## config.mk

```make
export PLATFORM = sky130hd
export DESIGN_NAME = biquad_df2t_section_core
export DESIGN_NICKNAME = d
export VERILOG_FILES = /design/src/design/bqd_pkg.sv /design/src/design/bqd_lane.sv /design/src/design/biquad_df2t_section_core.sv
export SDC_FILE = /design/constraint.sdc
export NUM_CORES = 2
export LEC_CHECK = 0
export BUFFER_PORTS_ARGS = -buffer_cell sky130_fd_sc_hd__buf_2
export CORE_ASPECT_RATIO = 1.1
export CORE_MARGIN = 5
export CORE_UTILIZATION = 65
export DETAILED_ROUTE_END_ITERATION = 10
export PLACE_DENSITY = 0.82
export SKIP_LAST_GASP = 1
export SYNTH_ARGS = -nofsm -noshare
export SYNTH_HDL_FRONTEND = slang
export SYNTH_SLANG_ARGS = --single-unit
```

## constraint.sdc

```tcl
create_clock -name aclk -period 11.1 [get_ports aclk]
set_input_delay 0.555 -clock aclk [delete_from_list [all_inputs] [get_ports aclk]]
set_output_delay 0.555 -clock aclk [all_outputs]
set_load 0.01 [all_outputs]
```

## src/design/bqd_pkg.sv

```systemverilog
// Shared types, constants and helpers for the biquad DF2T section.
// No dependencies; used by bqd_lane, the core and the checker.
package bqd_pkg;

    // Defaults for the top-level parameters
    localparam int SAMPLE_WIDTH_DEF = 24;
    localparam int COEF_WIDTH_DEF   = 32;

    // Integer bits of the sample (Q4.F) and coefficient (Q6.G) formats
    localparam int SAMPLE_INT_W = 4;
    localparam int COEF_INT_W   = 6;

    // Delay accumulators are Q10.46
    localparam int ACC_W    = 56;
    localparam int ACC_FRAC = 46;

    // Aligned product: sign plus magnitude limited to 2^62
    localparam int ALN_W = 64;
    // Sum width that holds two aligned products plus an accumulator
    localparam int SUM_W = 66;

    // Serial multiplier digit: radix 4
    localparam int DIGIT_W = 2;

    // Coefficient register file
    localparam int NUM_COEFS = 5;
    localparam int CFG_IDX_W = 3;

    typedef enum logic [CFG_IDX_W-1:0] {
        REG_B0 = 3'd0,
        REG_B1 = 3'd1,
        REG_B2 = 3'd2,
        REG_A1 = 3'd3,
        REG_A2 = 3'd4
    } coef_idx_t;

    // Section sequencer
    typedef enum logic [2:0] {
        ST_IDLE,
        ST_MUL_X,
        ST_SUM_Y,
        ST_ROUND,
        ST_EMIT,
        ST_MUL_FB,
        ST_DIFF,
        ST_UPDATE
    } core_state_t;

    // Multiplier lane sequencer
    typedef enum logic [1:0] {
        LN_IDLE,
        LN_STEP,
        LN_ALIGN,
        LN_SIGN
    } lane_state_t;

    localparam logic signed [SUM_W-1:0] SAT_HI =
        {{(SUM_W-ACC_W+1){1'b0}}, {(ACC_W-1){1'b1}}};
    localparam logic signed [SUM_W-1:0] SAT_LO =
        {{(SUM_W-ACC_W+1){1'b1}}, {(ACC_W-1){1'b0}}};

    // Saturate a wide sum to the accumulator range
    function automatic logic signed [ACC_W-1:0] sat_acc(input logic signed [SUM_W-1:0] v);
        logic signed [ACC_W-1:0] r;
        if (v > SAT_HI) begin
            r = SAT_HI[ACC_W-1:0];
        end else if (v < SAT_LO) begin
            r = SAT_LO[ACC_W-1:0];
        end else begin
            r = v[ACC_W-1:0];
        end
        return r;
    endfunction

endpackage

```

## src/design/bqd_lane.sv

```systemverilog
// Radix-4 serial-parallel multiplier lane: |op| x |coef| two bits per cycle,
// then round/align to Q.46, limit to 2^62 and apply the sign. Uses bqd_pkg.
module bqd_lane #(
    parameter int OP_W   = bqd_pkg::SAMPLE_WIDTH_DEF,
    parameter int MAG_W  = bqd_pkg::SAMPLE_WIDTH_DEF,
    parameter int COEF_W = bqd_pkg::COEF_WIDTH_DEF,
    parameter int FRAC_W = bqd_pkg::ACC_FRAC
) (
    input  logic                              aclk,
    input  logic                              aresetn,
    input  logic                              start,
    input  logic signed [OP_W-1:0]            op,
    input  logic signed [COEF_W-1:0]          coef,
    output logic                              done,
    output logic signed [bqd_pkg::ALN_W-1:0]  product
);

    localparam int NUM_DIG = (MAG_W + bqd_pkg::DIGIT_W - 1) / bqd_pkg::DIGIT_W;
    localparam int PAD_W   = NUM_DIG * bqd_pkg::DIGIT_W;
    localparam int CNT_W   = $clog2(NUM_DIG);
    localparam int PROD_W  = COEF_W + PAD_W;
    localparam int STEP_W  = COEF_W + bqd_pkg::DIGIT_W;
    localparam int MAGO_W  = bqd_pkg::ALN_W - 1;
    localparam int SHR     = (FRAC_W > bqd_pkg::ACC_FRAC) ? FRAC_W - bqd_pkg::ACC_FRAC : 0;
    localparam int SHL     = (FRAC_W < bqd_pkg::ACC_FRAC) ? bqd_pkg::ACC_FRAC - FRAC_W : 0;
    localparam int EXT_RAW = PROD_W + 1 + SHL;
    localparam int EXT_W   = (EXT_RAW > bqd_pkg::ALN_W) ? EXT_RAW : bqd_pkg::ALN_W;
    localparam int HALF_POS = (SHR > 0) ? SHR - 1 : 0;
    localparam logic HALF_ON = (SHR > 0);
    localparam logic [EXT_W-1:0] HALF    = HALF_ON ? (EXT_W'(1) << HALF_POS) : '0;
    localparam logic [EXT_W-1:0] MAG_LIM = EXT_W'(1) << (bqd_pkg::ALN_W - 2);
    localparam logic [CNT_W-1:0] LAST_DIG = CNT_W'(NUM_DIG - 1);

    bqd_pkg::lane_state_t state_reg, state_next;
    logic [CNT_W-1:0]     cnt_reg, cnt_next;
    logic                 done_reg, done_next;

    logic [COEF_W-1:0]    hi_reg;
    logic [PAD_W-1:0]     lo_reg;
    logic [COEF_W-1:0]    cmag_reg;
    logic                 neg_reg;
    logic [MAGO_W-1:0]    mag_reg;
    logic signed [bqd_pkg::ALN_W-1:0] product_reg;

    logic [OP_W-1:0]      op_abs;
    logic [COEF_W-1:0]    coef_abs;
    logic [STEP_W-1:0]    step_sum;
    logic [EXT_W-1:0]     ext;
    logic [MAGO_W-1:0]    mag_next;
    logic signed [bqd_pkg::ALN_W-1:0] pos;

    // operand magnitudes
    assign op_abs   = op[OP_W-1] ? OP_W'(-op) : OP_W'(op);
    assign coef_abs = coef[COEF_W-1] ? COEF_W'(-coef) : COEF_W'(coef);

    // one radix-4 digit: hi + d0*C + d1*2C
    assign step_sum = STEP_W'(hi_reg)
                    + (lo_reg[0] ? STEP_W'(cmag_reg) : '0)
                    + (lo_reg[1] ? (STEP_W'(cmag_reg) << 1) : '0);

    // align to Q.46, round half away from zero on the magnitude, limit to 2^62
    assign ext      = ((EXT_W'({hi_reg, lo_reg}) + HALF) >> SHR) << SHL;
    assign mag_next = (ext > MAG_LIM) ? MAG_LIM[MAGO_W-1:0] : ext[MAGO_W-1:0];
    assign pos      = signed'({1'b0, mag_reg});

    // lane sequencer
    always_comb begin
        state_next = state_reg;
        cnt_next   = cnt_reg;
        done_next  = 1'b0;
        case (state_reg)
            bqd_pkg::LN_IDLE: begin
                if (start) begin
                    cnt_next   = '0;
                    state_next = bqd_pkg::LN_STEP;
                end
            end
            bqd_pkg::LN_STEP: begin
                cnt_next = cnt_reg + 1'b1;
                if (cnt_reg == LAST_DIG) begin
                    state_next = bqd_pkg::LN_ALIGN;
                end
            end
            bqd_pkg::LN_ALIGN: begin
                state_next = bqd_pkg::LN_SIGN;
            end
            bqd_pkg::LN_SIGN: begin
                done_next  = 1'b1;
                state_next = bqd_pkg::LN_IDLE;
            end
            default: begin
                state_next = bqd_pkg::LN_IDLE;
            end
        endcase
    end

    always_ff @(posedge aclk) begin
        if (!aresetn) begin
            state_reg <= bqd_pkg::LN_IDLE;
            cnt_reg   <= '0;
            done_reg  <= 1'b0;
        end else begin
            state_reg <= state_next;
            cnt_reg   <= cnt_next;
            done_reg  <= done_next;
        end
    end

    // datapath
    always_ff @(posedge aclk) begin
        if (state_reg == bqd_pkg::LN_IDLE && start) begin
            lo_reg   <= PAD_W'(op_abs[MAG_W-1:0]);
            hi_reg   <= '0;
            cmag_reg <= coef_abs;
            neg_reg  <= op[OP_W-1] ^ coef[COEF_W-1];
        end
        if (state_reg == bqd_pkg::LN_STEP) begin
            hi_reg <= step_sum[STEP_W-1:bqd_pkg::DIGIT_W];
            lo_reg <= {step_sum[bqd_pkg::DIGIT_W-1:0], lo_reg[PAD_W-1:bqd_pkg::DIGIT_W]};
        end
        if (state_reg == bqd_pkg::LN_ALIGN) begin
            mag_reg <= mag_next;
        end
        if (state_reg == bqd_pkg::LN_SIGN) begin
            product_reg <= neg_reg ? -pos : pos;
        end
    end

    assign done    = done_reg;
    assign product = product_reg;

endmodule

```

## src/design/biquad_df2t_section_core.sv

```systemverilog
// A result word is loaded into the output register from ST_EMIT, after the input lanes and
// the ST_SUM_Y and ST_ROUND states. A new word is taken only in ST_IDLE, after the radix-4
// multiplier lanes have run twice in series (input, then feedback) and the delays are updated.
// A waiting result word holds the section only when the next result is ready to load.
// Reset (aresetn low, synchronous): delays cleared, b0 = 1.0, other coefficients 0,
// no result pending. Uses bqd_pkg and bqd_lane.
module biquad_df2t_section_core #(
    parameter int SAMPLE_WIDTH = bqd_pkg::SAMPLE_WIDTH_DEF,
    parameter int COEF_WIDTH   = bqd_pkg::COEF_WIDTH_DEF
) (
    input  logic                              aclk,
    input  logic                              aresetn,
    input  logic                              s_valid,
    output logic                              s_ready,
    input  logic signed [SAMPLE_WIDTH-1:0]    s_sample_in,
    output logic                              m_valid,
    input  logic                              m_ready,
    output logic signed [SAMPLE_WIDTH-1:0]    m_sample_out,
    output logic                              m_clamped,
    input  logic                              cfg_valid,
    output logic                              cfg_ready,
    input  logic [bqd_pkg::CFG_IDX_W-1:0]     cfg_index,
    input  logic [COEF_WIDTH-1:0]             cfg_data
);

    localparam int ACC_W  = bqd_pkg::ACC_W;
    localparam int SUM_W  = bqd_pkg::SUM_W;
    localparam int ALN_W  = bqd_pkg::ALN_W;
    localparam int FRAC_S = SAMPLE_WIDTH - bqd_pkg::SAMPLE_INT_W;
    localparam int FRAC_C = COEF_WIDTH - bqd_pkg::COEF_INT_W;
    localparam int R      = bqd_pkg::ACC_FRAC - FRAC_S;
    localparam int RND_W  = ACC_W + 1;
    localparam int YF_W   = RND_W - R;
    localparam logic [RND_W-1:0] HALF_R = RND_W'(1) << (R - 1);
    localparam logic signed [YF_W-1:0] OUT_MAX =
        {{(YF_W-SAMPLE_WIDTH+1){1'b0}}, {(SAMPLE_WIDTH-1){1'b1}}};
    localparam logic signed [YF_W-1:0] OUT_MIN =
        {{(YF_W-SAMPLE_WIDTH+1){1'b1}}, {(SAMPLE_WIDTH-1){1'b0}}};
    localparam logic signed [COEF_WIDTH-1:0] COEF_ONE =
        COEF_WIDTH'(1) << FRAC_C;

    bqd_pkg::core_state_t state_reg, state_next;

    logic signed [COEF_WIDTH-1:0] coef_reg [bqd_pkg::NUM_COEFS];
    logic signed [ACC_W-1:0]      d1_reg, d2_reg;
    logic signed [ACC_W-1:0]      y_reg;
    logic signed [YF_W-1:0]       yf_reg;
    logic signed [SUM_W-1:0]      t1_reg, t2_reg;
    logic                         m_valid_reg;
    logic signed [SAMPLE_WIDTH-1:0] sample_out_reg;
    logic                         clamped_reg;

    logic start_x, start_fb, load_out;
    logic done_b0, done_b1, done_b2, done_a1, done_a2;
    logic signed [ALN_W-1:0] p_b0, p_b1, p_b2, p_a1, p_a2;
    logic signed [RND_W-1:0] y_round;
    logic                    yf_over, yf_under;
    logic signed [SAMPLE_WIDTH-1:0] sample_out_next;

    // input-side products: x*b0, x*b1, x*b2
    bqd_lane #(.OP_W(SAMPLE_WIDTH), .MAG_W(SAMPLE_WIDTH), .COEF_W(COEF_WIDTH),
               .FRAC_W(FRAC_S + FRAC_C)) u_lane_b0 (
        .aclk(aclk), .aresetn(aresetn), .start(start_x), .op(s_sample_in),
        .coef(coef_reg[bqd_pkg::REG_B0]), .done(done_b0), .product(p_b0));
    bqd_lane #(.OP_W(SAMPLE_WIDTH), .MAG_W(SAMPLE_WIDTH), .COEF_W(COEF_WIDTH),
               .FRAC_W(FRAC_S + FRAC_C)) u_lane_b1 (
        .aclk(aclk), .aresetn(aresetn), .start(start_x), .op(s_sample_in),
        .coef(coef_reg[bqd_pkg::REG_B1]), .done(done_b1), .product(p_b1));
    bqd_lane #(.OP_W(SAMPLE_WIDTH), .MAG_W(SAMPLE_WIDTH), .COEF_W(COEF_WIDTH),
               .FRAC_W(FRAC_S + FRAC_C)) u_lane_b2 (
        .aclk(aclk), .aresetn(aresetn), .start(start_x), .op(s_sample_in),
        .coef(coef_reg[bqd_pkg::REG_B2]), .done(done_b2), .product(p_b2));

    // feedback products: yf*a1, yf*a2 (|yf| stays below 2^(YF_W-2)+1)
    bqd_lane #(.OP_W(YF_W), .MAG_W(YF_W - 1), .COEF_W(COEF_WIDTH),
               .FRAC_W(FRAC_S + FRAC_C)) u_lane_a1 (
        .aclk(aclk), .aresetn(aresetn), .start(start_fb), .op(yf_reg),
        .coef(coef_reg[bqd_pkg::REG_A1]), .done(done_a1), .product(p_a1));
    bqd_lane #(.OP_W(YF_W), .MAG_W(YF_W - 1), .COEF_W(COEF_WIDTH),
               .FRAC_W(FRAC_S + FRAC_C)) u_lane_a2 (
        .aclk(aclk), .aresetn(aresetn), .start(start_fb), .op(yf_reg),
        .coef(coef_reg[bqd_pkg::REG_A2]), .done(done_a2), .product(p_a2));

    // round y to sample precision, half toward +inf
    assign y_round = RND_W'(y_reg) + signed'(HALF_R);

    // output clamp
    assign yf_over  = yf_reg > OUT_MAX;
    assign yf_under = yf_reg < OUT_MIN;
    assign sample_out_next = yf_over  ? OUT_MAX[SAMPLE_WIDTH-1:0] :
                             yf_under ? OUT_MIN[SAMPLE_WIDTH-1:0] :
                                        yf_reg[SAMPLE_WIDTH-1:0];

    // sequencer
    always_comb begin
        state_next = state_reg;
        start_x    = 1'b0;
        start_fb   = 1'b0;
        load_out   = 1'b0;
        case (state_reg)
            bqd_pkg::ST_IDLE: begin
                if (s_valid) begin
                    start_x    = 1'b1;
                    state_next = bqd_pkg::ST_MUL_X;
                end
            end
            bqd_pkg::ST_MUL_X: begin
                if (done_b0 && done_b1 && done_b2) begin
                    state_next = bqd_pkg::ST_SUM_Y;
                end
            end
            bqd_pkg::ST_SUM_Y: begin
                state_next = bqd_pkg::ST_ROUND;
            end
            bqd_pkg::ST_ROUND: begin
                state_next = bqd_pkg::ST_EMIT;
            end
            bqd_pkg::ST_EMIT: begin
                if (!m_valid_reg || m_ready) begin
                    load_out   = 1'b1;
                    start_fb   = 1'b1;
                    state_next = bqd_pkg::ST_MUL_FB;
                end
            end
            bqd_pkg::ST_MUL_FB: begin
                if (done_a1 && done_a2) begin
                    state_next = bqd_pkg::ST_DIFF;
                end
            end
            bqd_pkg::ST_DIFF: begin
                state_next = bqd_pkg::ST_UPDATE;
            end
            bqd_pkg::ST_UPDATE: begin
                state_next = bqd_pkg::ST_IDLE;
            end
            default: begin
                state_next = bqd_pkg::ST_IDLE;
            end
        endcase
    end

    // control, delay state and coefficient registers
    always_ff @(posedge aclk) begin
        if (!aresetn) begin
            state_reg   <= bqd_pkg::ST_IDLE;
            m_valid_reg <= 1'b0;
            d1_reg      <= '0;
            d2_reg      <= '0;
            coef_reg[bqd_pkg::REG_B0] <= COEF_ONE;
            coef_reg[bqd_pkg::REG_B1] <= '0;
            coef_reg[bqd_pkg::REG_B2] <= '0;
            coef_reg[bqd_pkg::REG_A1] <= '0;
            coef_reg[bqd_pkg::REG_A2] <= '0;
        end else begin
            state_reg <= state_next;
            if (load_out) begin
                m_valid_reg <= 1'b1;
            end else if (m_ready) begin
                m_valid_reg <= 1'b0;
            end
            if (state_reg == bqd_pkg::ST_UPDATE) begin
                d1_reg <= bqd_pkg::sat_acc(t1_reg + SUM_W'(d2_reg));
                d2_reg <= bqd_pkg::sat_acc(t2_reg);
            end
            // coefficient writes; unknown indexes are dropped
            if (cfg_valid) begin
                case (bqd_pkg::coef_idx_t'(cfg_index))
                    bqd_pkg::REG_B0: coef_reg[bqd_pkg::REG_B0] <= signed'(cfg_data);
                    bqd_pkg::REG_B1: coef_reg[bqd_pkg::REG_B1] <= signed'(cfg_data);
                    bqd_pkg::REG_B2: coef_reg[bqd_pkg::REG_B2] <= signed'(cfg_data);
                    bqd_pkg::REG_A1: coef_reg[bqd_pkg::REG_A1] <= signed'(cfg_data);
                    bqd_pkg::REG_A2: coef_reg[bqd_pkg::REG_A2] <= signed'(cfg_data);
                    default: ;
                endcase
            end
        end
    end

    // datapath words
    always_ff @(posedge aclk) begin
        if (state_reg == bqd_pkg::ST_SUM_Y) begin
            y_reg <= bqd_pkg::sat_acc(SUM_W'(p_b0) + SUM_W'(d1_reg));
        end
        if (state_reg == bqd_pkg::ST_ROUND) begin
            yf_reg <= y_round[RND_W-1:R];
        end
        if (state_reg == bqd_pkg::ST_DIFF) begin
            t1_reg <= SUM_W'(p_b1) - SUM_W'(p_a1);
            t2_reg <= SUM_W'(p_b2) - SUM_W'(p_a2);
        end
        if (load_out) begin
            sample_out_reg <= sample_out_next;
            clamped_reg    <= yf_over || yf_under;
        end
    end

    assign s_ready      = (state_reg == bqd_pkg::ST_IDLE);
    assign m_valid      = m_valid_reg;
    assign m_sample_out = sample_out_reg;
    assign m_clamped    = clamped_reg;
    assign cfg_ready    = 1'b1;

endmodule

```

==> summary.md <==
| Metric | Value |
|---|---|
| Status | `complete, no violations` |
| Worst-Skew Late Latency | `0.82 ns` |
| FF-to-FF End | `u_lane_b1.hi_reg[29]` |
| WL/cell | `24.20 um` |
| Vias | `65,060` |
| Most frequent CP cell | `o21ai_0` |
| Vias per cell | `6.360` |
| CTS tree | `done` |
| DR pass1 iterations | `6` |
| Pre-CTS setup slack | `5.000 ns` |
| Worst r2r src | `u_lane_b1.lo_reg[1]` |
| Layout cells sized above 1 | `7.253%` |
| Maximum clock path buffer count | `3` |
| Crit path kind | `reg -> reg` |
| Cts bufs inserted | `162` |
| Vias in the first global route | `63,270` |
| Clock slew at reported path FFs | `0.06 ns` |
| Post-Layout Cell Count | `10,230` |
| Post-CTS Hold Fix Bufs | `0` |
| Initial Util | `65.17%` |
| Worst setup margin | `4.773 ns` |
| Hold Fails Final Rpt | `0` |
| Critical Path Start Type | `register` |
| Number of synthesized flops with an enable pin | `1,446` |
| Worst hold path type | `in -> reg` |
| Worst path cell trace | `nand2_1 -> fa_1 -> inv_1 -> ha_1 -> inv_1 -> fa_1 -> nor2b_1 -> o21ai_0 -> a21boi_0 -> o21a_1 -> o21ai_0 -> a2111oi_0 -> o31ai_1 -> a211oi_1 -> a221oi_1 -> o21ai_0 -> o31ai_1 -> xnor2_1 -> and2_1` |
| Hold path endpoint | `coef_reg[0][26]` |
| Sequential area share after synthesis | `51.11%` |
| Crit end category | `register` |
| Synth-to-Final Area Change | `8.663%` |
| Worst slew margin | `12.50%` |
| Crit path time final | `6.327 ns` |
| Fin Setup TNS | `0 ns` |
| I/O Buffers | `90` |
| First-pass GRT wire length | `374,400 um` |
| Slowest CP cell | `edfxtp_1` |
| Max Clock Freq | `158.0 MHz` |
| CORE AREA | `0.1395 mm2` |
| Num Clock Sinks | `1,597` |
| Design area | `0.09875 mm2` |
| Clock Skews | `0.03635 ns` |
| Final net count | `8,955` |
| Gate Count Post-Synth | `8,216` |
| Syn nets | `8,912` |
| Worst path max stage delay | `0.99 ns` |
| Worst-Margin Slew | `1.313 ns` |
| Postcts setup bufs | `0` |
| Crit Path Max Fanout | `33` |
| GP Congestion | `1.007` |
| Final Max Slew Viols | `0` |
| RSZ-0062 raised after global routing | `false` |
| Synth Flop Type | `edfxtp_1` |
| Fraction of registers with async set/reset | `0%` |
| Max Cap Viol | `0` |
| Largest net degree at the start of global routing | `154` |
| Commonest non-fill, non-tap cell in the layout | `edfxtp_1` |
| Hold_sp | `cfg_data[26]` |
| Crit share post-route | `57.00%` |
| Die area | `0.1474 mm2` |
| CTS resizes | `0` |
| DP Area | `0.09320 mm2` |
| Design Power | `22,240 uW` |
| Leak | `0.03835 uW` |
| Synthesis-stage register bit count | `1,597` |
| Antenna Nets Post-Route | `0` |
| FF-to-FF setup slack | `4.77 ns` |
| Synth Area per Inst | `11.06 um2` |
| Max FFs per register | `160` |
| Initial antenna violation count | `14` |
| Rows | `144` |
| Cell Area, Synth | `0.09088 mm2` |
| Overflow after GRT | `0` |
| Total track usage | `33.27%` |
| VDD IR max | `0.2050 mV` |
| Root Driver | `clkbuf_16` |
| Hold Path Depth | `2` |
| Setup violations, final | `0` |
| Power Dens Cells | `225.2 mW/mm2` |
| Die Y | `402.2 um` |
| H-tree depth | `4` |
| Placed Cells | `9,920` |
| Yosys warning total | `0` |
| Netlist cell types | `84` |
| DRC | `0` |
| Final wirelength | `247,600 um` |
| Die X | `366.5 um` |
| Most frequent cells in the layout | `edfxtp_1 (1,446), nand2_1 (834), inv_1 (746)` |
| Worst endpoint required time | `11.65 ns` |
| Worst-case reg-to-reg path depth | `19` |
| # IOs | `92` |
| DP HPWL | `185,400 um` |
| First DRT Iteration DRCs | `7,016` |
| Arrival @ worst endpoint | `6.88 ns` |
## metal layers
metal / GRT usage (%) / part of all wire, % / vias to the layer above
met5: 0 / 0.023 / -
met4: 21.69 / 7.8 / 6
met3: 4.450 / 7.9 / 668
met2: 53.93 / 47 / 3148
met1: 42.41 / 37 / 31600
li1: - / - / 29640
## kinds of logic after synthesis
group,after synthesis,synth area share (%)
AO/OA/AOI/OAI,1904,13.65
XOR/XNOR,829,7.990
adder cells (fa/ha/maj),632,10.06
buffers and inverters,1020,4.225
flip-flops,1597,51.11
multiplexers,129,1.581
other,1,0.004126
AND/OR/NAND/NOR,2104,11.39
## final cells by class
cell class	instances	area [um2]
antenna	8	20.02
clock buffer	206	4439
clock inverter	95	1091
fill	9622	40700
inverter	748	2808
multi-input combinational	5599	40740
sequential	1597	46440
tap	1825	2283
timing repair buffer	151	923.4
## worst max-delay path: cells and delay by family, from the launching register on
kind | cells | cell delay (ns)
AO/OA/AOI/OAI | 10 | 3.17
flip-flops | 1 | 0.99
AND/OR/NAND/NOR | 3 | 0.54
adder cells (fa/ha/maj) | 3 | 1.06
XOR/XNOR | 1 | 0.15
buffers and inverters | 2 | 0.14
## metrics by stage
step           hold WS, ns  utilization [%]
3_3_place_gp        0.4263            66.83
6_report           0.08055            70.81
4_1_cts            0.04264            70.80
3_5_place_dp        0.4271            66.83
2_1_floorplan       0.4204                -
5_1_grt            0.07126            70.80
## synth_stat cells (14+ instances only)
library cell	instances	share of area [%]
edfxtp_1	1446	48
o31ai_1	163	1.3
clkbuf_1	246	1.0
o21ai_0	460	2.5
or3_1	86	0.59
inv_1	747	3.1
a21oi_1	403	2.2
a31oi_1	45	0.31
buf_1	24	0.099
nor2_1	299	1.2
and2_1	125	0.86
and4_1	14	0.13
nand2b_1	107	0.74
nand4_1	68	0.47
xnor2_1	688	6.6
o211ai_1	76	0.63
or2_2	36	0.25
nor4_1	31	0.21
nor2b_1	96	0.66
nand3_1	101	0.56
nor3_1	101	0.56
mux2_2	116	1.4
a22oi_1	15	0.12
o21a_1	101	0.83
fa_1	164	3.6
and3_1	55	0.38
a211oi_1	38	0.31
o41ai_1	71	0.68
a21boi_0	78	0.64
a21o_1	255	2.1
nand2_1	834	3.4
o21bai_1	47	0.39
ha_1	468	6.4
dfxtp_1	151	3.3
xor2_1	141	1.4
or4_1	92	0.76
## how the worst max path moves through the flow
| stage | start | to | slack, ns | cells after the start |
|---|---|---|---|---|
| after floorplan | state_reg[2] | t1_reg[0] | 4.38 | 3 |
| after global placement | u_lane_b1.lo_reg[1] | u_lane_b1.hi_reg[29] | 5.25 | 19 |
| after detailed placement | u_lane_b1.lo_reg[1] | u_lane_b1.hi_reg[29] | 5.00 | 19 |
| after CTS | u_lane_b1.lo_reg[1] | u_lane_b1.hi_reg[29] | 4.96 | 19 |
| after global routing | u_lane_b1.lo_reg[1] | u_lane_b1.hi_reg[29] | 4.34 | 19 |
| final | u_lane_b1.lo_reg[1] | u_lane_b1.hi_reg[29] | 4.77 | 19 |
## power breakdown
group	total, uW	internal (uW)	switching (uW)
sequential	8880	8010	866
clock	5690	3320	2370
combinational	7670	3080	4600
Note: power is estimated with default switching activity, not from simulation.
